$ cat src/assert_macros.svh
// -----------------------------------------------------------------------------
// Assertion macros
// Shared helpers for the concurrent assertions in the RTL.
// -----------------------------------------------------------------------------
`ifndef ASSERT_MACROS_SVH
`define ASSERT_MACROS_SVH

// Assertion on an explicit clock and active-low reset.
`define ASSERT_CLKED(lbl, clk, rstn, prop, msg) \
  lbl: assert property (@(posedge clk) disable iff (!rstn) prop) else $error(msg);

// Assertion on the standard clk_i / rst_ni pair of the module.
`define ASSERT_STD(lbl, prop, msg) \
  `ASSERT_CLKED(lbl, clk_i, rst_ni, prop, msg)

`endif

$ cat src/tdsd_pkg.sv
// -----------------------------------------------------------------------------
// tdsd_pkg
// Types, constants and font/remap functions of the two-digit display control.
// -----------------------------------------------------------------------------
package tdsd_pkg;

  localparam int unsigned SCROLL_DEPTH_DEF = 64;
  localparam int unsigned CHAR_W           = 8;
  localparam int unsigned ACTION_W         = 3;
  localparam int unsigned IN_TDATA_W       = 16;
  localparam int unsigned IN_TUSER_W       = 4;
  localparam int unsigned PADDR_W          = 4;
  localparam int unsigned PDATA_W          = 32;
  localparam int unsigned MAP_W            = 24;

  localparam int unsigned QUEUE_DEPTH = 2;
  localparam int unsigned QPTR_W      = 1;
  localparam int unsigned QCNT_W      = 2;

  localparam logic [CHAR_W-1:0] SPACE_CHAR = 8'h20;
  localparam logic [7:0]        SEG_B      = 8'h02;
  localparam logic [7:0]        SEG_DP     = 8'h80;

  localparam logic [15:0]      BLINK_PERIOD_RST    = 16'd1000;
  localparam logic [15:0]      SCROLL_INTERVAL_RST = 16'd300;
  localparam logic             ACTIVE_LOW_RST      = 1'b1;
  localparam logic [MAP_W-1:0] SEGMENT_MAP_RST     = 24'd16434824;

  // Register indexes (byte address / 4).
  localparam logic [1:0] REG_BLINK_PERIOD    = 2'd0;
  localparam logic [1:0] REG_SCROLL_INTERVAL = 2'd1;
  localparam logic [1:0] REG_ACTIVE_LOW      = 2'd2;
  localparam logic [1:0] REG_SEGMENT_MAP     = 2'd3;

  typedef enum logic [ACTION_W-1:0] {
    ACT_SET_PAIR    = 3'd0,
    ACT_LOAD_SCROLL = 3'd1,
    ACT_START_BLINK = 3'd2,
    ACT_STOP_BLINK  = 3'd3,
    ACT_TICK        = 3'd4,
    ACT_REFRESH     = 3'd5,
    ACT_STOP_SCROLL = 3'd6
  } action_e;

  typedef enum logic [2:0] {
    CMD_SET_PAIR,
    CMD_LOAD,
    CMD_START_BLINK,
    CMD_STOP_BLINK,
    CMD_TICK,
    CMD_REFRESH,
    CMD_STOP_SCROLL
  } cmd_e;

  typedef enum logic {
    BK_RUN,
    BK_FETCH
  } back_state_e;

  typedef struct packed {
    cmd_e              kind;
    logic [CHAR_W-1:0] char_a;
    logic [CHAR_W-1:0] char_b;
    logic              first_str;
    logic              end_str;
  } cmd_t;

  typedef struct packed {
    logic [CHAR_W-1:0] left;
    logic [CHAR_W-1:0] right;
  } pair_t;

  typedef struct packed {
    logic [15:0]      blink_period;
    logic [15:0]      scroll_interval;
    logic             active_low;
    logic [MAP_W-1:0] segment_map;
  } cfg_t;

  // Font: logical segments A..G,DP at bits 0..7.
  function automatic logic [7:0] glyph(input logic [CHAR_W-1:0] ch);
    logic [7:0] g;
    case (ch)
      8'h30, 8'h4F:        g = 8'h3F;  // 0 O
      8'h31, 8'h49, 8'h69: g = 8'h06;  // 1 I i
      8'h32, 8'h5A, 8'h7A: g = 8'h5B;  // 2 Z z
      8'h33:               g = 8'h4F;  // 3
      8'h34:               g = 8'h66;  // 4
      8'h35, 8'h53, 8'h73: g = 8'h6D;  // 5 S s
      8'h36, 8'h47, 8'h67: g = 8'h7D;  // 6 G g
      8'h37:               g = 8'h07;  // 7
      8'h38:               g = 8'h7F;  // 8
      8'h39:               g = 8'h6F;  // 9
      8'h41, 8'h61:        g = 8'h77;  // A a
      8'h42, 8'h62:        g = 8'h7C;  // B b
      8'h43:               g = 8'h39;  // C
      8'h44, 8'h64:        g = 8'h5E;  // D d
      8'h45, 8'h65:        g = 8'h79;  // E e
      8'h46, 8'h66:        g = 8'h71;  // F f
      8'h48:               g = 8'h76;  // H
      8'h4A, 8'h6A:        g = 8'h1E;  // J j
      8'h4C, 8'h6C:        g = 8'h38;  // L l
      8'h4E, 8'h6E:        g = 8'h54;  // N n
      8'h50, 8'h70:        g = 8'h73;  // P p
      8'h51, 8'h71:        g = 8'h67;  // Q q
      8'h52, 8'h72:        g = 8'h50;  // R r
      8'h54, 8'h74:        g = 8'h78;  // T t
      8'h55:               g = 8'h3E;  // U
      8'h56, 8'h76, 8'h75: g = 8'h1C;  // V v u
      8'h59, 8'h79:        g = 8'h6E;  // Y y
      8'h63:               g = 8'h58;  // c
      8'h68:               g = 8'h74;  // h
      8'h6F:               g = 8'h5C;  // o
      8'h21:               g = SEG_B | SEG_DP;  // !
      8'h2D:               g = 8'h40;  // -
      8'h5F:               g = 8'h08;  // _
      8'h2E:               g = 8'h80;  // .
      default:             g = 8'h00;
    endcase
    return g;
  endfunction

  // Move each logical segment to its mapped output bit and apply polarity.
  function automatic logic [7:0] to_raw(input logic [7:0] logical,
                                        input logic [MAP_W-1:0] seg_map,
                                        input logic active_low);
    logic [7:0] raw;
    logic [2:0] pos;
    raw = active_low ? 8'hFF : 8'h00;
    for (int s = 0; s < 8; s++) begin
      pos = seg_map[3*s +: 3];
      if (logical[s]) begin
        raw[pos] = ~active_low;
      end
    end
    return raw;
  endfunction

endpackage

$ cat src/tdsd_front.sv
// -----------------------------------------------------------------------------
// tdsd_front
// Accepts input items; each known one becomes a resolved command for the queue.
// -----------------------------------------------------------------------------
module tdsd_front (
  input  logic                             s_valid_i,
  output logic                             s_ready_o,
  input  logic [tdsd_pkg::IN_TDATA_W-1:0]  s_tdata_i,
  input  logic [tdsd_pkg::IN_TUSER_W-1:0]  s_tuser_i,
  input  logic                             s_tlast_i,
  output logic                             push_o,
  output tdsd_pkg::cmd_t                   cmd_o,
  input  logic                             q_ready_i
);

  logic [tdsd_pkg::CHAR_W-1:0] c1;
  logic [tdsd_pkg::CHAR_W-1:0] c2;
  logic [tdsd_pkg::CHAR_W-1:0] c2_or_space;
  logic                        known;

  assign c1          = s_tdata_i[7:0];
  assign c2          = s_tdata_i[15:8];
  assign c2_or_space = (c2 != '0) ? c2 : tdsd_pkg::SPACE_CHAR;

  assign s_ready_o = q_ready_i;
  assign push_o    = s_valid_i && q_ready_i && known;

  // Empty characters are resolved here so the back end stores display-ready
  // characters only.
  always_comb begin
    known           = 1'b1;
    cmd_o.kind      = tdsd_pkg::CMD_TICK;
    cmd_o.char_a    = c1;
    cmd_o.char_b    = c2_or_space;
    cmd_o.first_str = s_tuser_i[3];
    cmd_o.end_str   = s_tlast_i;
    case (tdsd_pkg::action_e'(s_tuser_i[2:0]))
      tdsd_pkg::ACT_SET_PAIR: begin
        cmd_o.kind = tdsd_pkg::CMD_SET_PAIR;
        if (c1 == '0) begin
          cmd_o.char_a = tdsd_pkg::SPACE_CHAR;
          cmd_o.char_b = tdsd_pkg::SPACE_CHAR;
        end
      end
      tdsd_pkg::ACT_LOAD_SCROLL: cmd_o.kind = tdsd_pkg::CMD_LOAD;
      tdsd_pkg::ACT_START_BLINK: begin
        cmd_o.kind = (c1 == '0) ? tdsd_pkg::CMD_STOP_BLINK : tdsd_pkg::CMD_START_BLINK;
      end
      tdsd_pkg::ACT_STOP_BLINK:  cmd_o.kind = tdsd_pkg::CMD_STOP_BLINK;
      tdsd_pkg::ACT_TICK:        cmd_o.kind = tdsd_pkg::CMD_TICK;
      tdsd_pkg::ACT_REFRESH:     cmd_o.kind = tdsd_pkg::CMD_REFRESH;
      tdsd_pkg::ACT_STOP_SCROLL: cmd_o.kind = tdsd_pkg::CMD_STOP_SCROLL;
      default:                   known = 1'b0;
    endcase
  end

endmodule

$ cat src/tdsd_queue.sv
// -----------------------------------------------------------------------------
// tdsd_queue
// Two-entry command queue between the front and back ends.
// -----------------------------------------------------------------------------
`include "assert_macros.svh"

module tdsd_queue (
  input  logic           clk_i,
  input  logic           rst_ni,
  input  logic           push_i,
  input  tdsd_pkg::cmd_t cmd_i,
  output logic           ready_o,
  output logic           valid_o,
  output tdsd_pkg::cmd_t cmd_o,
  input  logic           pop_i
);

  tdsd_pkg::cmd_t                  entry_q [tdsd_pkg::QUEUE_DEPTH];
  logic [tdsd_pkg::QPTR_W-1:0]     wr_ptr_q, wr_ptr_d;
  logic [tdsd_pkg::QPTR_W-1:0]     rd_ptr_q, rd_ptr_d;
  logic [tdsd_pkg::QCNT_W-1:0]     cnt_q, cnt_d;
  logic                            do_push;
  logic                            do_pop;

  assign ready_o = (cnt_q != tdsd_pkg::QCNT_W'(tdsd_pkg::QUEUE_DEPTH));
  assign valid_o = (cnt_q != '0);
  assign cmd_o   = entry_q[rd_ptr_q];
  assign do_push = push_i && ready_o;
  assign do_pop  = pop_i && valid_o;

  always_comb begin
    wr_ptr_d = do_push ? wr_ptr_q + 1'b1 : wr_ptr_q;
    rd_ptr_d = do_pop ? rd_ptr_q + 1'b1 : rd_ptr_q;
    cnt_d    = cnt_q;
    if (do_push && !do_pop) begin
      cnt_d = cnt_q + 1'b1;
    end else if (do_pop && !do_push) begin
      cnt_d = cnt_q - 1'b1;
    end
  end

  always_ff @(posedge clk_i or negedge rst_ni) begin
    if (!rst_ni) begin
      wr_ptr_q <= '0;
      rd_ptr_q <= '0;
      cnt_q    <= '0;
    end else begin
      wr_ptr_q <= wr_ptr_d;
      rd_ptr_q <= rd_ptr_d;
      cnt_q    <= cnt_d;
    end
  end

  always_ff @(posedge clk_i) begin
    if (do_push) begin
      entry_q[wr_ptr_q] <= cmd_i;
    end
  end

  `ASSERT_STD(a_q_count_bound, cnt_q <= tdsd_pkg::QCNT_W'(tdsd_pkg::QUEUE_DEPTH), "queue overfilled")

endmodule

$ cat src/tdsd_back.sv
// -----------------------------------------------------------------------------
// tdsd_back
// Executes commands: shown pair, blink and scroll state, scroll string store.
// -----------------------------------------------------------------------------
`include "assert_macros.svh"

module tdsd_back #(
  parameter int unsigned SCROLL_DEPTH = tdsd_pkg::SCROLL_DEPTH_DEF
) (
  input  logic           clk_i,
  input  logic           rst_ni,
  input  tdsd_pkg::cfg_t cfg_i,
  input  logic           cmd_valid_i,
  input  tdsd_pkg::cmd_t cmd_i,
  output logic           cmd_pop_o,
  output logic           pair_valid_o,
  output tdsd_pkg::pair_t pair_o,
  input  logic           pair_ready_i
);

  localparam int unsigned IDX_W = $clog2(SCROLL_DEPTH);
  localparam int unsigned LEN_W = $clog2(SCROLL_DEPTH + 1);
  localparam int unsigned POS_W = $clog2(SCROLL_DEPTH + 2);

  // Result of a store read that is applied to the shown pair in the next cycle.
  typedef struct packed {
    logic                        l_ok;
    logic                        r_ok;
    logic                        l_byp;
    logic                        r_byp;
    logic [tdsd_pkg::CHAR_W-1:0] byp_char;
  } fetch_t;

  tdsd_pkg::back_state_e state_q, state_d;
  fetch_t                fetch_q, fetch_d;

  logic [7:0]  shown_l_q, shown_l_d, shown_r_q, shown_r_d;
  logic        blink_on_q, blink_on_d, blink_vis_q, blink_vis_d;
  logic [7:0]  blink_a_q, blink_a_d, blink_b_q, blink_b_d;
  logic [15:0] blink_el_q, blink_el_d;
  logic        scroll_on_q, scroll_on_d;
  logic [LEN_W-1:0] len_q, len_d;
  logic [POS_W-1:0] pos_q, pos_d;
  logic [15:0] scroll_el_q, scroll_el_d;

  logic [7:0]       store_q [SCROLL_DEPTH];
  logic [7:0]       rd0_q, rd1_q;
  logic             wr_en;
  logic [IDX_W-1:0] wr_idx, rd0_idx, rd1_idx;

  logic [15:0]      half;
  logic [15:0]      blink_inc, scroll_inc;
  logic [POS_W-1:0] len_ext, pos_wrap, pos_next;
  logic [LEN_W-1:0] len_base, len_new;
  logic             append;

  assign half       = (cfg_i.blink_period[15:1] == '0) ? 16'd1 : {1'b0, cfg_i.blink_period[15:1]};
  assign blink_inc  = (blink_el_q == 16'hFFFF) ? blink_el_q : blink_el_q + 16'd1;
  assign scroll_inc = (scroll_el_q == 16'hFFFF) ? scroll_el_q : scroll_el_q + 16'd1;
  assign len_ext    = POS_W'(len_q);
  assign pos_wrap   = (pos_q > len_ext) ? '0 : pos_q;
  assign pos_next   = pos_wrap + 1'b1;
  assign len_base   = cmd_i.first_str ? '0 : len_q;
  assign append     = (cmd_i.char_a != '0) && (len_base < LEN_W'(SCROLL_DEPTH));
  assign len_new    = append ? len_base + 1'b1 : len_base;

  always_comb begin
    state_d      = state_q;
    fetch_d      = fetch_q;
    shown_l_d    = shown_l_q;
    shown_r_d    = shown_r_q;
    blink_on_d   = blink_on_q;
    blink_vis_d  = blink_vis_q;
    blink_a_d    = blink_a_q;
    blink_b_d    = blink_b_q;
    blink_el_d   = blink_el_q;
    scroll_on_d  = scroll_on_q;
    len_d        = len_q;
    pos_d        = pos_q;
    scroll_el_d  = scroll_el_q;
    wr_en        = 1'b0;
    wr_idx       = len_base[IDX_W-1:0];
    rd0_idx      = pos_wrap[IDX_W-1:0];
    rd1_idx      = pos_next[IDX_W-1:0];
    cmd_pop_o    = 1'b0;
    pair_valid_o = 1'b0;
    pair_o.left  = shown_l_q;
    pair_o.right = shown_r_q;
    if (blink_on_q) begin
      pair_o.left  = blink_vis_q ? blink_a_q : tdsd_pkg::SPACE_CHAR;
      pair_o.right = blink_vis_q ? blink_b_q : tdsd_pkg::SPACE_CHAR;
    end

    case (state_q)
      tdsd_pkg::BK_RUN: begin
        if (cmd_valid_i && (cmd_i.kind != tdsd_pkg::CMD_REFRESH || pair_ready_i)) begin
          cmd_pop_o = 1'b1;
          case (cmd_i.kind)
            tdsd_pkg::CMD_SET_PAIR: begin
              shown_l_d = cmd_i.char_a;
              shown_r_d = cmd_i.char_b;
            end
            tdsd_pkg::CMD_LOAD: begin
              if (cmd_i.first_str) begin
                scroll_on_d = 1'b0;
              end
              wr_en = append;
              len_d = len_new;
              if (cmd_i.end_str) begin
                pos_d       = '0;
                scroll_el_d = '0;
                scroll_on_d = (len_new > LEN_W'(2));
                if (len_new <= LEN_W'(2)) begin
                  // Show the first two characters directly; a character
                  // written this cycle is taken from the bypass.
                  rd0_idx = '0;
                  rd1_idx = IDX_W'(1);
                  fetch_d.l_ok     = (len_new >= LEN_W'(1));
                  fetch_d.r_ok     = (len_new >= LEN_W'(2));
                  fetch_d.l_byp    = append && (len_base == '0);
                  fetch_d.r_byp    = append && (len_base == LEN_W'(1));
                  fetch_d.byp_char = cmd_i.char_a;
                  state_d          = tdsd_pkg::BK_FETCH;
                end
              end
            end
            tdsd_pkg::CMD_START_BLINK: begin
              blink_a_d   = cmd_i.char_a;
              blink_b_d   = cmd_i.char_b;
              blink_on_d  = 1'b1;
              blink_vis_d = 1'b1;
              blink_el_d  = '0;
            end
            tdsd_pkg::CMD_STOP_BLINK: begin
              blink_on_d  = 1'b0;
              blink_vis_d = 1'b1;
              blink_a_d   = '0;
              blink_b_d   = '0;
            end
            tdsd_pkg::CMD_TICK: begin
              if (blink_on_q) begin
                if (blink_inc >= half) begin
                  blink_el_d  = '0;
                  blink_vis_d = ~blink_vis_q;
                end else begin
                  blink_el_d = blink_inc;
                end
              end
              if (scroll_on_q) begin
                if (scroll_inc < cfg_i.scroll_interval) begin
                  scroll_el_d = scroll_inc;
                end else begin
                  scroll_el_d = '0;
                  if (len_q == '0) begin
                    shown_l_d = tdsd_pkg::SPACE_CHAR;
                    shown_r_d = tdsd_pkg::SPACE_CHAR;
                  end else begin
                    fetch_d.l_ok     = (pos_wrap < len_ext);
                    fetch_d.r_ok     = (pos_next < len_ext);
                    fetch_d.l_byp    = 1'b0;
                    fetch_d.r_byp    = 1'b0;
                    fetch_d.byp_char = '0;
                    pos_d            = pos_next;
                    state_d          = tdsd_pkg::BK_FETCH;
                  end
                end
              end
            end
            tdsd_pkg::CMD_REFRESH:     pair_valid_o = 1'b1;
            tdsd_pkg::CMD_STOP_SCROLL: scroll_on_d = 1'b0;
            default: ;
          endcase
        end
      end
      tdsd_pkg::BK_FETCH: begin
        shown_l_d = !fetch_q.l_ok ? tdsd_pkg::SPACE_CHAR :
                    (fetch_q.l_byp ? fetch_q.byp_char : rd0_q);
        shown_r_d = !fetch_q.r_ok ? tdsd_pkg::SPACE_CHAR :
                    (fetch_q.r_byp ? fetch_q.byp_char : rd1_q);
        state_d   = tdsd_pkg::BK_RUN;
      end
      default: state_d = tdsd_pkg::BK_RUN;
    endcase
  end

  always_ff @(posedge clk_i or negedge rst_ni) begin
    if (!rst_ni) begin
      state_q     <= tdsd_pkg::BK_RUN;
      shown_l_q   <= tdsd_pkg::SPACE_CHAR;
      shown_r_q   <= tdsd_pkg::SPACE_CHAR;
      blink_on_q  <= 1'b0;
      blink_vis_q <= 1'b1;
      blink_a_q   <= '0;
      blink_b_q   <= '0;
      blink_el_q  <= '0;
      scroll_on_q <= 1'b0;
      len_q       <= '0;
      pos_q       <= '0;
      scroll_el_q <= '0;
    end else begin
      state_q     <= state_d;
      shown_l_q   <= shown_l_d;
      shown_r_q   <= shown_r_d;
      blink_on_q  <= blink_on_d;
      blink_vis_q <= blink_vis_d;
      blink_a_q   <= blink_a_d;
      blink_b_q   <= blink_b_d;
      blink_el_q  <= blink_el_d;
      scroll_on_q <= scroll_on_d;
      len_q       <= len_d;
      pos_q       <= pos_d;
      scroll_el_q <= scroll_el_d;
    end
  end

  always_ff @(posedge clk_i) begin
    fetch_q <= fetch_d;
  end

  // Scroll string store: one write port, two registered read ports.
  always_ff @(posedge clk_i) begin
    if (wr_en) begin
      store_q[wr_idx] <= cmd_i.char_a;
    end
  end

  always_ff @(posedge clk_i) begin
    rd0_q <= store_q[rd0_idx];
    rd1_q <= store_q[rd1_idx];
  end

  `ASSERT_STD(a_len_bound, len_q <= LEN_W'(SCROLL_DEPTH), "scroll length beyond store depth")
  `ASSERT_STD(a_fetch_single, state_q == tdsd_pkg::BK_FETCH |=> state_q == tdsd_pkg::BK_RUN, "fetch state held")
  `ASSERT_STD(a_no_pop_fetch, state_q == tdsd_pkg::BK_FETCH |-> !cmd_pop_o, "command taken during fetch")

endmodule

$ cat src/tdsd_slicer.sv
// -----------------------------------------------------------------------------
// tdsd_slicer
// Decodes a character pair to raw segment bytes and emits left then right.
// -----------------------------------------------------------------------------
`include "assert_macros.svh"

module tdsd_slicer (
  input  logic            clk_i,
  input  logic            rst_ni,
  input  tdsd_pkg::cfg_t  cfg_i,
  input  logic            pair_valid_i,
  input  tdsd_pkg::pair_t pair_i,
  output logic            pair_ready_o,
  output logic            m_tvalid_o,
  input  logic            m_tready_i,
  output logic [7:0]      m_tdata_o,
  output logic            m_tuser_o,
  output logic            m_tlast_o
);

  logic [1:0] cnt_q, cnt_d;
  logic [7:0] left_q, right_q;
  logic       pair_fire;
  logic       out_fire;

  assign pair_ready_o = (cnt_q == 2'd0) || (cnt_q == 2'd1 && m_tready_i);
  assign pair_fire    = pair_valid_i && pair_ready_o;
  assign out_fire     = m_tvalid_o && m_tready_i;

  assign m_tvalid_o = (cnt_q != 2'd0);
  assign m_tdata_o  = (cnt_q == 2'd2) ? left_q : right_q;
  assign m_tuser_o  = (cnt_q == 2'd1);
  assign m_tlast_o  = (cnt_q == 2'd1);

  always_comb begin
    cnt_d = cnt_q;
    if (pair_fire) begin
      cnt_d = 2'd2;
    end else if (out_fire) begin
      cnt_d = cnt_q - 2'd1;
    end
  end

  always_ff @(posedge clk_i or negedge rst_ni) begin
    if (!rst_ni) begin
      cnt_q <= 2'd0;
    end else begin
      cnt_q <= cnt_d;
    end
  end

  always_ff @(posedge clk_i) begin
    if (pair_fire) begin
      left_q  <= tdsd_pkg::to_raw(tdsd_pkg::glyph(pair_i.left), cfg_i.segment_map,
                                  cfg_i.active_low);
      right_q <= tdsd_pkg::to_raw(tdsd_pkg::glyph(pair_i.right), cfg_i.segment_map,
                                  cfg_i.active_low);
    end
  end

  `ASSERT_STD(a_cnt_range, cnt_q != 2'd3, "slice count out of range")
  `ASSERT_STD(a_left_first, pair_fire |=> (m_tvalid_o && !m_tuser_o), "left slice not first")

endmodule

$ cat src/two_digit_segment_display_control_unit.sv
// -----------------------------------------------------------------------------
// two_digit_segment_display_control_unit
// Two-digit seven-segment display controller: commands in, segment slices out.
// -----------------------------------------------------------------------------
// Usage:
//   Command items enter on the s_axis channel: tuser carries the action code
//   and the start-of-string flag, tdata the two characters, tlast the
//   end-of-string flag. Millisecond ticks are tick commands. Only a refresh
//   produces results: two items on m_axis, the left slice (tuser 0) and then
//   the right slice (tuser 1, tlast 1), each a raw byte for the shift register.
//   Timing: an accepted item lands in a two-entry command queue register and
//   executes from there once the execution stage is free. Most commands run
//   in the run state alone; a tick that steps the scroll window and an
//   end-of-string load with two or fewer characters pass through a fetch
//   state as well, since the scroll store read is registered. The left slice
//   of a refresh is loaded into the output stage when the refresh executes,
//   and the right slice follows once the left is taken; the output stage
//   takes the next refresh only when empty or as its right slice is taken.
//   If the receiver stalls, the output stage holds its slices and the next
//   refresh waits in execution; the commands queued behind it wait with it,
//   and once the queue fills tready drops.
//   Reset loads the register defaults and clears all display state; the
//   scroll store is not cleared and needs no clearing pass, since only
//   entries that were written are ever shown. The user must write registers
//   through the APB port only while the block is idle; it does not enforce this.
// -----------------------------------------------------------------------------
module two_digit_segment_display_control_unit #(
  parameter int unsigned SCROLL_DEPTH = tdsd_pkg::SCROLL_DEPTH_DEF
) (
  input  logic                            clk_i,
  input  logic                            rst_ni,
  // Command channel.
  input  logic                            s_axis_tvalid_i,
  output logic                            s_axis_tready_o,
  input  logic [tdsd_pkg::IN_TDATA_W-1:0] s_axis_tdata_i,  // [7:0] first_char, [15:8] second_char
  input  logic [tdsd_pkg::IN_TUSER_W-1:0] s_axis_tuser_i,  // [2:0] action, [3] first_of_string
  input  logic                            s_axis_tlast_i,  // end_of_string
  // Slice channel.
  output logic                            m_axis_tvalid_o,
  input  logic                            m_axis_tready_i,
  output logic [7:0]                      m_axis_tdata_o,  // [7:0] segment_byte
  output logic                            m_axis_tuser_o,  // [0] digit_select
  output logic                            m_axis_tlast_o,  // last
  // Register port.
  input  logic                            psel,
  input  logic                            penable,
  input  logic                            pwrite,
  input  logic [tdsd_pkg::PADDR_W-1:0]    paddr,
  input  logic [tdsd_pkg::PDATA_W-1:0]    pwdata,
  output logic [tdsd_pkg::PDATA_W-1:0]    prdata,
  output logic                            pready
);

  logic [15:0]                blink_period_q;
  logic [15:0]                scroll_interval_q;
  logic                       active_low_q;
  logic [tdsd_pkg::MAP_W-1:0] segment_map_q;
  logic                       reg_wr;
  logic [1:0]                 reg_idx;
  tdsd_pkg::cfg_t             cfg;

  logic            push;
  tdsd_pkg::cmd_t  front_cmd;
  logic            q_ready;
  logic            q_valid;
  tdsd_pkg::cmd_t  q_cmd;
  logic            q_pop;
  logic            pair_valid;
  tdsd_pkg::pair_t pair;
  logic            pair_ready;

  // Registers sit at byte addresses 0, 4, 8 and 12.
  assign pready  = 1'b1;
  assign reg_idx = paddr[3:2];
  assign reg_wr  = psel && penable && pwrite && pready;

  always_ff @(posedge clk_i or negedge rst_ni) begin
    if (!rst_ni) begin
      blink_period_q    <= tdsd_pkg::BLINK_PERIOD_RST;
      scroll_interval_q <= tdsd_pkg::SCROLL_INTERVAL_RST;
      active_low_q      <= tdsd_pkg::ACTIVE_LOW_RST;
      segment_map_q     <= tdsd_pkg::SEGMENT_MAP_RST;
    end else if (reg_wr) begin
      case (reg_idx)
        tdsd_pkg::REG_BLINK_PERIOD:    blink_period_q    <= pwdata[15:0];
        tdsd_pkg::REG_SCROLL_INTERVAL: scroll_interval_q <= pwdata[15:0];
        tdsd_pkg::REG_ACTIVE_LOW:      active_low_q      <= pwdata[0];
        tdsd_pkg::REG_SEGMENT_MAP:     segment_map_q     <= pwdata[tdsd_pkg::MAP_W-1:0];
        default: ;
      endcase
    end
  end

  always_comb begin
    case (reg_idx)
      tdsd_pkg::REG_BLINK_PERIOD:    prdata = {16'd0, blink_period_q};
      tdsd_pkg::REG_SCROLL_INTERVAL: prdata = {16'd0, scroll_interval_q};
      tdsd_pkg::REG_ACTIVE_LOW:      prdata = {31'd0, active_low_q};
      tdsd_pkg::REG_SEGMENT_MAP:     prdata = {8'd0, segment_map_q};
      default:                       prdata = '0;
    endcase
  end

  assign cfg.blink_period    = blink_period_q;
  assign cfg.scroll_interval = scroll_interval_q;
  assign cfg.active_low      = active_low_q;
  assign cfg.segment_map     = segment_map_q;

  tdsd_front u_front (
    .s_valid_i (s_axis_tvalid_i),
    .s_ready_o (s_axis_tready_o),
    .s_tdata_i (s_axis_tdata_i),
    .s_tuser_i (s_axis_tuser_i),
    .s_tlast_i (s_axis_tlast_i),
    .push_o    (push),
    .cmd_o     (front_cmd),
    .q_ready_i (q_ready)
  );

  tdsd_queue u_queue (
    .clk_i   (clk_i),
    .rst_ni  (rst_ni),
    .push_i  (push),
    .cmd_i   (front_cmd),
    .ready_o (q_ready),
    .valid_o (q_valid),
    .cmd_o   (q_cmd),
    .pop_i   (q_pop)
  );

  tdsd_back #(
    .SCROLL_DEPTH (SCROLL_DEPTH)
  ) u_back (
    .clk_i        (clk_i),
    .rst_ni       (rst_ni),
    .cfg_i        (cfg),
    .cmd_valid_i  (q_valid),
    .cmd_i        (q_cmd),
    .cmd_pop_o    (q_pop),
    .pair_valid_o (pair_valid),
    .pair_o       (pair),
    .pair_ready_i (pair_ready)
  );

  tdsd_slicer u_slicer (
    .clk_i        (clk_i),
    .rst_ni       (rst_ni),
    .cfg_i        (cfg),
    .pair_valid_i (pair_valid),
    .pair_i       (pair),
    .pair_ready_o (pair_ready),
    .m_tvalid_o   (m_axis_tvalid_o),
    .m_tready_i   (m_axis_tready_i),
    .m_tdata_o    (m_axis_tdata_o),
    .m_tuser_o    (m_axis_tuser_o),
    .m_tlast_o    (m_axis_tlast_o)
  );

endmodule

$ cat config.mk
export PLATFORM = sky130hd
export DESIGN_NAME = two_digit_segment_display_control_unit
export DESIGN_NICKNAME = d
export VERILOG_FILES = /design/src/tdsd_pkg.sv /design/src/tdsd_front.sv /design/src/tdsd_queue.sv /design/src/tdsd_back.sv /design/src/tdsd_slicer.sv /design/src/two_digit_segment_display_control_unit.sv
export VERILOG_INCLUDE_DIRS = /design/src /design/src/src
export SDC_FILE = /design/constraint.sdc
export NUM_CORES = 2
export LEC_CHECK = 0
export BUFFER_PORTS_ARGS = -buffer_cell sky130_fd_sc_hd__buf_2
export CORE_MARGIN = 3
export CORE_UTILIZATION = 40
export DETAILED_ROUTE_END_ITERATION = 7
export GPL_ROUTABILITY_DRIVEN = 1
export GPL_TIMING_DRIVEN = 1
export PLACE_DENSITY_LB_ADDON = 0.2
export SLEW_MARGIN = 20
export SYNTH_ARGS = -nofsm -noshare
export SYNTH_HDL_FRONTEND = slang
export SYNTH_SLANG_ARGS = --single-unit
export TNS_END_PERCENT = 5
$ cat constraint.sdc
create_clock -name clk_i -period 9.2 [get_ports clk_i]
set_input_delay 0.92 -clock clk_i [delete_from_list [all_inputs] [get_ports clk_i]]
set_output_delay 0.92 -clock clk_i [all_outputs]
set_load 0.01 [all_outputs]
* After elaboration in Yosys (flattened, before gate mapping)
Memories as Yosys holds them, arrays and structs flattened. A register that Yosys moved wholly into a read port is not among the register bits.
Index checks and enable logic that the tools add are counted.
W data, S select, Z words.
** Word-level totals
- Memory bits (writable) :: 554
- Input bits :: 64
- Memory bits (read-only) :: 2048
- Register bits after elaboration :: 173
- Memories :: 4
- Logic and storage cells :: 322
** Cells by class
- Bitwise gates (word level) :: 3
- Eq/ne operators :: 35
- Reduce and logical (&&, ||, !) cells :: 61
- Order comparisons :: 26
- Mux-type cells :: 157
- $add $sub $neg :: 9
** Memories
- (name not given) :: words 128, bits a word 8, rd ports 1, clocked after memory_dff 0, wr ports 0, RTL line tdsd_pkg.sv:83 : case (ch)
- (name not given) :: words 128, bits a word 8, rd ports 1, clocked after memory_dff 0, wr ports 0, RTL line tdsd_pkg.sv:83
- u_back.store_q :: words 64, bits a word 8, rd ports 2, clocked after memory_dff 2, wr ports 1, RTL line tdsd_back.sv:46 : logic [7:0] store_q [SCROLL_DEPTH];
- u_queue.entry_q :: words 2, bits a word 21, rd ports 1, clocked after memory_dff 0, wr ports 1, RTL line tdsd_queue.sv:18 : tdsd_pkg::cmd_t entry_q [tdsd_pkg::QUEUE_DEPTH];
** Operator list (number)
- $mux W8 :: 48
- $mux W16 :: 10
- $pmux W32 S4 :: 1
- $bwmux W8 :: 15
- $pmux W8 S2 :: 6
- $pmux W16 S2 :: 2
- $mux W12 :: 5
- $mux W6 :: 10
- $mux W7 :: 7
- $add A16 B1 Y16 const B :: 2
- $eq A16 B16 Y1 const B :: 2
- $lt A3 B4 Y1 const B :: 8
- $mux W1 :: 32
- $demux W1 S3 :: 8
- $ge A3 B1 Y1 const B :: 8
- $pmux W12 S2 :: 1
- $logic_and A1 B1 Y1 :: 23
- $eq A3 B3 Y1 const B :: 6
- $pmux W3 S6 :: 1
- $reduce_bool A2 Y1 :: 9
- $ge A16 B16 Y1 :: 1
- $lt A16 B16 Y1 :: 1
- $reduce_bool A8 Y1 :: 2
- $logic_not A15 Y1 :: 1
- 39 further kinds :: 82

* Depth between registers and ports, before layout
- Word-level depth :: 31
- Gate-level depth with buffers :: 24
- Depth with buffers taken out :: 18

* Modules after synthesis
A second synthesis with hierarchy kept.
** Second synthesis, totals
- Cells, all modules :: 3802
- Area, all modules :: 41601.1 µm²
** Modules (own cells, without submodules)
- tdsd_back :: cells each 2920, area each 32587.5 µm², times used 1, seq. area each 18111.1 µm²
- tdsd_slicer :: cells each 568, area each 4361.7 µm², times used 1, seq. area each 530.5 µm²
- two_digit_segment_display_control_unit :: cells each 199, area each 2705.1 µm², times used 1, seq. area each 1455.1 µm²
- tdsd_queue :: cells each 83, area each 1731.7 µm², times used 1, seq. area each 1361.3 µm²
- tdsd_front :: cells each 32, area each 215.2 µm², times used 1, seq. area each 0.0 µm²

* Worst setup path after synthesis
OpenSTA, ideal clock, no wires.
- Path kind :: register to register
- Start point :: register u_back.len_q[4] (netlist: u_back.len_ext[4])
- End point :: register u_back.fetch_q[10] in the netlist's numbering (data pin)
- Path buffers :: 8
- Period minus slack after synthesis :: 5.685 ns
- Data required time :: 9.069 ns
- Setup slack :: 3.515 ns
- Arrival time :: 5.554 ns
- Cell stages (with the launch flop) :: 25
- Cell sequence :: dfrtp_1 > clkbuf_1 > inv_1 > ha_1 > a211o_1 > a211oi_1 > a21oi_1 > inv_2 > buf_1 > clkbuf_1 > clkbuf_1 > buf_2 > ha_1 > xnor2_1 > inv_2 > clkbuf_1 > clkbuf_1 > clkbuf_1 > ha_1 > o21a_1 > o21a_1 > o21a_1 > o21a_1 > o21ai_0 > a22o_1
** Between the ends
- Cells in the longest elaborated chain, start to end :: 8
- Elaborated cells between the ends (all ways) :: 16
- Those cells by class :: add/sub (2); order compare (4); mux (9); reduce/logical (1)
** Ends and longest elaborated chain
- start: declaration :: RTL line tdsd_back.sv:42 : logic [LEN_W-1:0] len_q, len_d;
- start signal: assignment :: RTL line tdsd_back.sv:210 : len_q <= len_d;
- $gt A7 B7 Y1 / $mux W7 (equally long branches) :: RTL line tdsd_back.sv:61, tdsd_back.sv:63
- $mux W7 / $lt A7 B7 Y1 (equally long branches) :: RTL line tdsd_back.sv:61, tdsd_back.sv:64
- $add A7 B1 Y7 / $logic_and A1 B1 Y1 (equally long branches) :: RTL line tdsd_back.sv:62, tdsd_back.sv:64
- $lt A7 B7 Y1 / $mux W7 (equally long branches) :: RTL line tdsd_back.sv:159, tdsd_back.sv:65
- $mux W12 / $ge A7 B2 Y1 (equally long branches) :: RTL line tdsd_back.sv:154, tdsd_back.sv:119
- $mux W12 (on tied branches) :: RTL line tdsd_back.sv:150, tdsd_back.sv:113
- $mux W12 (on tied branches) :: RTL line tdsd_back.sv:149, tdsd_back.sv:109
- $pmux W12 S2 (*) :: RTL line tdsd_back.sv:98 : case (cmd_i.kind)
- end signal: assignment :: RTL line tdsd_back.sv:217 : fetch_q <= fetch_d;
- end: declaration :: RTL line tdsd_back.sv:35 : fetch_t fetch_q, fetch_d;
Every way passes the cells marked *; elsewhere a longest branch is shown, timed or not. The select of a mux whose other input is x is not followed.
A chain may end at the register's enable or synchronous reset.

* Worst setup path after layout
- Start point :: register u_back.pos_q[0]
- End point :: register u_back.rd1_q[6], read port of u_back.store_q
** Between the ends
- Cells in the longest elaborated chain, start to end :: 8
** Ends and longest elaborated chain
- start: declaration :: RTL line tdsd_back.sv:43 : logic [POS_W-1:0] pos_q, pos_d;
- start signal: assignment :: RTL line tdsd_back.sv:211 : pos_q <= pos_d;
- $gt A7 B7 Y1 :: RTL line tdsd_back.sv:61 : assign pos_wrap = (pos_q > len_ext) ? '0 : pos_q;
- $mux W7 (*) :: RTL line tdsd_back.sv:61
- $add A7 B1 Y7 (*) :: RTL line tdsd_back.sv:62 : assign pos_next = pos_wrap + 1'b1;
- $mux W6 :: RTL line tdsd_back.sv:113 : if (len_new <= LEN_W'(2)) begin
- $mux W6 :: RTL line tdsd_back.sv:109 : if (cmd_i.end_str) begin
- $mux W6 :: RTL line tdsd_back.sv:98
- $mux W6 :: RTL line tdsd_back.sv:96 : if (cmd_valid_i && (cmd_i.kind != tdsd_pkg::CMD_REFRESH || pair_ready_i)) begin
- $mux W6 (*) :: RTL line tdsd_back.sv:94 : case (state_q)
- end: declaration :: RTL line tdsd_back.sv:47 : logic [7:0] rd0_q, rd1_q;
Every way passes the cells marked *; elsewhere a longest branch is shown, timed or not.

==> results.json <==
{
  "synth_top_flop_cell": "edfxtp_1",
  "dr.pass1.iters": 6,
  "dieArea_um2": 106000,
  "slew_headroom": 0.209,
  "worstMarginPinSlew_ps": 1180,
  "outcome": "completed",
  "fp.dieH_um": 325,
  "crit_path_max_fanout": 67,
  "drcViolationCount": 0,
  "crit_type": "reg2reg",
  "final_nets": 3999,
  "finalCritPeriodShare": 0.764,
  "max_freq_mhz": 142,
  "syn_to_final_growth_pct": 11.1,
  "final_cell_mix": "edfxtp_1, nand2_1, nor2_1",
  "critPathArrivalTime_ps": 7540,
  "antenna_found_initial": 2,
  "dpl.hpwl_um": 95100,
  "maxCapViolCount": 0,
  "grt_pass1_vias": 31500,
  "placed_cell_area_um2": 42500,
  "post-cts-setup-buffers": 0,
  "max-vdd-ir-drop_mv": 0.343,
  "synth-edff-count": 582,
  "ioPinCount": 109,
  "drtAntennaViolNets": 0,
  "cp_cell_sequence": "inv_2, ha_1, and3b_1, o21a_1, o31ai_4, buf_4, nand2_2, inv_2, ha_4, buf_4, buf_4, mux4_2, o2111a_1, nor3_1, o2111ai_1",
  "synth-seq-cells": 743,
  "layout_commonest_cell": "edfxtp_1",
  "fin_setup_tns_ps": 0,
  "routed_via_density": 6.30,
  "cp-start-kind": "register",
  "drt_wl_total_um": 145000,
  "synth.avg_cell_area_um2": 10.5,
  "ys_types": 95,
  "die_x_um": 325,
  "worst-path-buf-inv": 5,
  "maxSlewViolCount": 0,
  "rsz0062_at_grt": "no",
  "p_leak_uw": 0.0161,
  "finalSetupViolations": 0,
  "htreeDepth": 3,
  "setup_ws_ps": 2180,
  "numClockSinks": 743,
  "hold_viol": 0,
  "yosys_warnings": 0,
  "cts-root-buf": "clkbuf_16",
  "postLayoutCellArea_um2": 45300,
  "routedWlPerCell_um": 27.5,
  "vias": 33300,
  "grt_max_degree": 128,
  "cts_hold_buffers": 0,
  "path_delay_family": "buffers and inverters",
  "cpMaxStageDelayCell": "ha_4",
  "grt_overflow": 0,
  "place.gp.congestion": 0.947,
  "post-route-min-period_ps": 7020,
  "synth_seq_area_share": 0.526,
  "synth-async-reset-ratio": 0.195,
  "fp-row-count": 116,
  "syn_area_um2": 40800,
  "port_buffers": 89,
  "clk_latency_ps": 670,
  "grt_pass1_wl_um": 212000,
  "cts.repair.resized": 0,
  "grtUsageTotal": 0.265,
  "cts_buffer_depth": 3,
  "cts_tree": "yes",
  "cts_made_buffers": 86,
  "crit_path_end_kind": "register",
  "hp-class": "in2async",
  "power_density_nw_per_um2": 316,
  "drive_gt1_frac": 0.123,
  "cpMostUsedCell": "buf_4",
  "path_clk_slew_ps": 60,
  "start_util": 0.405,
  "syn_inst": 3896,
  "fin_skew_ps": 28.2,
  "dp_slack_ps": 2420,
  "dr.first_iter.drc_count": 4125,
  "core_area_um2": 101000,
  "cpPeakStageDelay_ps": 810,
  "required_ps": 9710
}
[per-layer routing]
| metal | share of wire | global-route usage | up-vias | routed length [µm] |
|---|---|---|---|---|
| met5 | 0.00061 | 0 | - | 89 |
| met4 | 0.047 | 0.110 | 2 | 6810 |
| met3 | 0.10 | 0.0602 | 401 | 14900 |
| met2 | 0.45 | 0.409 | 1867 | 64600 |
| met1 | 0.40 | 0.361 | 16300 | 58800 |
| li1 | - | - | 14700 | - |
[metrics by stage]
| stage | utilization | hold slack (ps) | std cells | power, µW |
|---|---|---|---|---|
| 2_1_floorplan | - | 449 | 3903 | 8600 |
| 3_3_place_gp | 0.422 | 464 | 5129 | 10700 |
| 3_5_place_dp | 0.422 | 471 | 5129 | 10700 |
| 4_1_cts | 0.450 | 183 | 5289 | 14200 |
| 5_1_grt | 0.450 | 209 | 5289 | 15000 |
| 6_report | 0.450 | 205 | 5290 | 14300 |
[area by class of cell]
class	count	area, µm²
diodes	1	2.50
clock buffers	121	2410
clock inverters	39	449
fillers	9502	55400
inverters	97	372
multi-input cells	2777	18000
flip-flops and latches	743	21500
well taps	1357	1700
repair buffers	155	960
[sequential cells by signal, indices dropped and copies added, names as in the netlist, 8 cells and up]
register / flops
blink_period_q: 16
scroll_interval_q: 16
segment_map_q: 24
u_back.blink_a_q: 8
u_back.blink_b_q: 8
u_back.blink_el_q: 16
u_back.fetch_q: 12
u_back.rd0_q: 8
u_back.rd1_q: 8
u_back.scroll_el_q: 16
u_back.shown_l_q: 8
u_back.shown_r_q: 8
u_back.store_q: 512
u_queue.entry_q: 42
u_slicer.left_q: 8
u_slicer.right_q: 8
[path summary, 6_finish.rpt]
path	startpoint	endpoint	slack [ps]	depth (start not counted)
setup / recovery	u_back.pos_q[0]	u_back.rd1_q[6]	2180	15
hold / removal	rst_ni	u_back.blink_on_q	200	1
setup reg to reg	u_back.pos_q[0]	u_back.rd1_q[6]	2180	15
hold reg to reg	u_back.blink_b_q[0]	u_back.blink_b_q[0]	480	2
max in group asynchronous	rst_ni	u_slicer.cnt_q[1]	7230	3
min in group clk_i	s_axis_tlast_i	u_queue.entry_q[0][0]	470	1
[synthesized netlist by cell type (24+ instances only)]
library cell    n  area (µm²)
edfxtp_1      582       17500
nand2_1       547        2050
nor2_1        251         942
a21oi_1       229        1150
o21ai_0       210        1050
clkbuf_1      194         728
mux2i_1       149        1490
nand3_1       138         691
dfrtp_1       119        2980
nor3_1        111         556
inv_1          92         345
a31oi_1        91         569
ha_1           75         938
mux2_2         69         777
a211oi_1       59         443
mux4_2         48        1080
o22ai_1        44         275
buf_2          43         215
and3_1         41         257
nand2b_1       41         257
nor4_1         38         238
o31ai_1        38         285
a22oi_1        37         278
nor2b_1        37         231
buf_1          33         124
o21a_1         33         248
o221ai_1       33         289
nand4_1        30         188
o211ai_1       30         225
dfstp_2        26         683
xnor2_1        26         228
and2_1         25         156
a21o_1         24         180
[power breakdown]
| part | switching, µW | internal, µW |
|---|---|---|
| Sequential | 329 | 4250 |
| Clock | 1420 | 2080 |
| Combinational | 4270 | 1970 |
[logic make-up (layout without fill, tap and decap cells)]
| kind of cell | Yosys count | in the layout | share of synthesized area |
|---|---|---|---|
| AO/OA/AOI/OAI | 1071 | 1071 | 0.175 |
| XOR/XNOR | 49 | 49 | 0.0105 |
| adder cells (fa/ha/maj) | 75 | 75 | 0.0230 |
| buffers and inverters | 383 | 412 | 0.0381 |
| flip-flops | 743 | 743 | 0.526 |
| multiplexers | 268 | 268 | 0.0830 |
| other | 2 | 10 | 0.000184 |
| AND/OR/NAND/NOR | 1305 | 1305 | 0.145 |
Note: power is estimated with default switching activity, not from simulation.
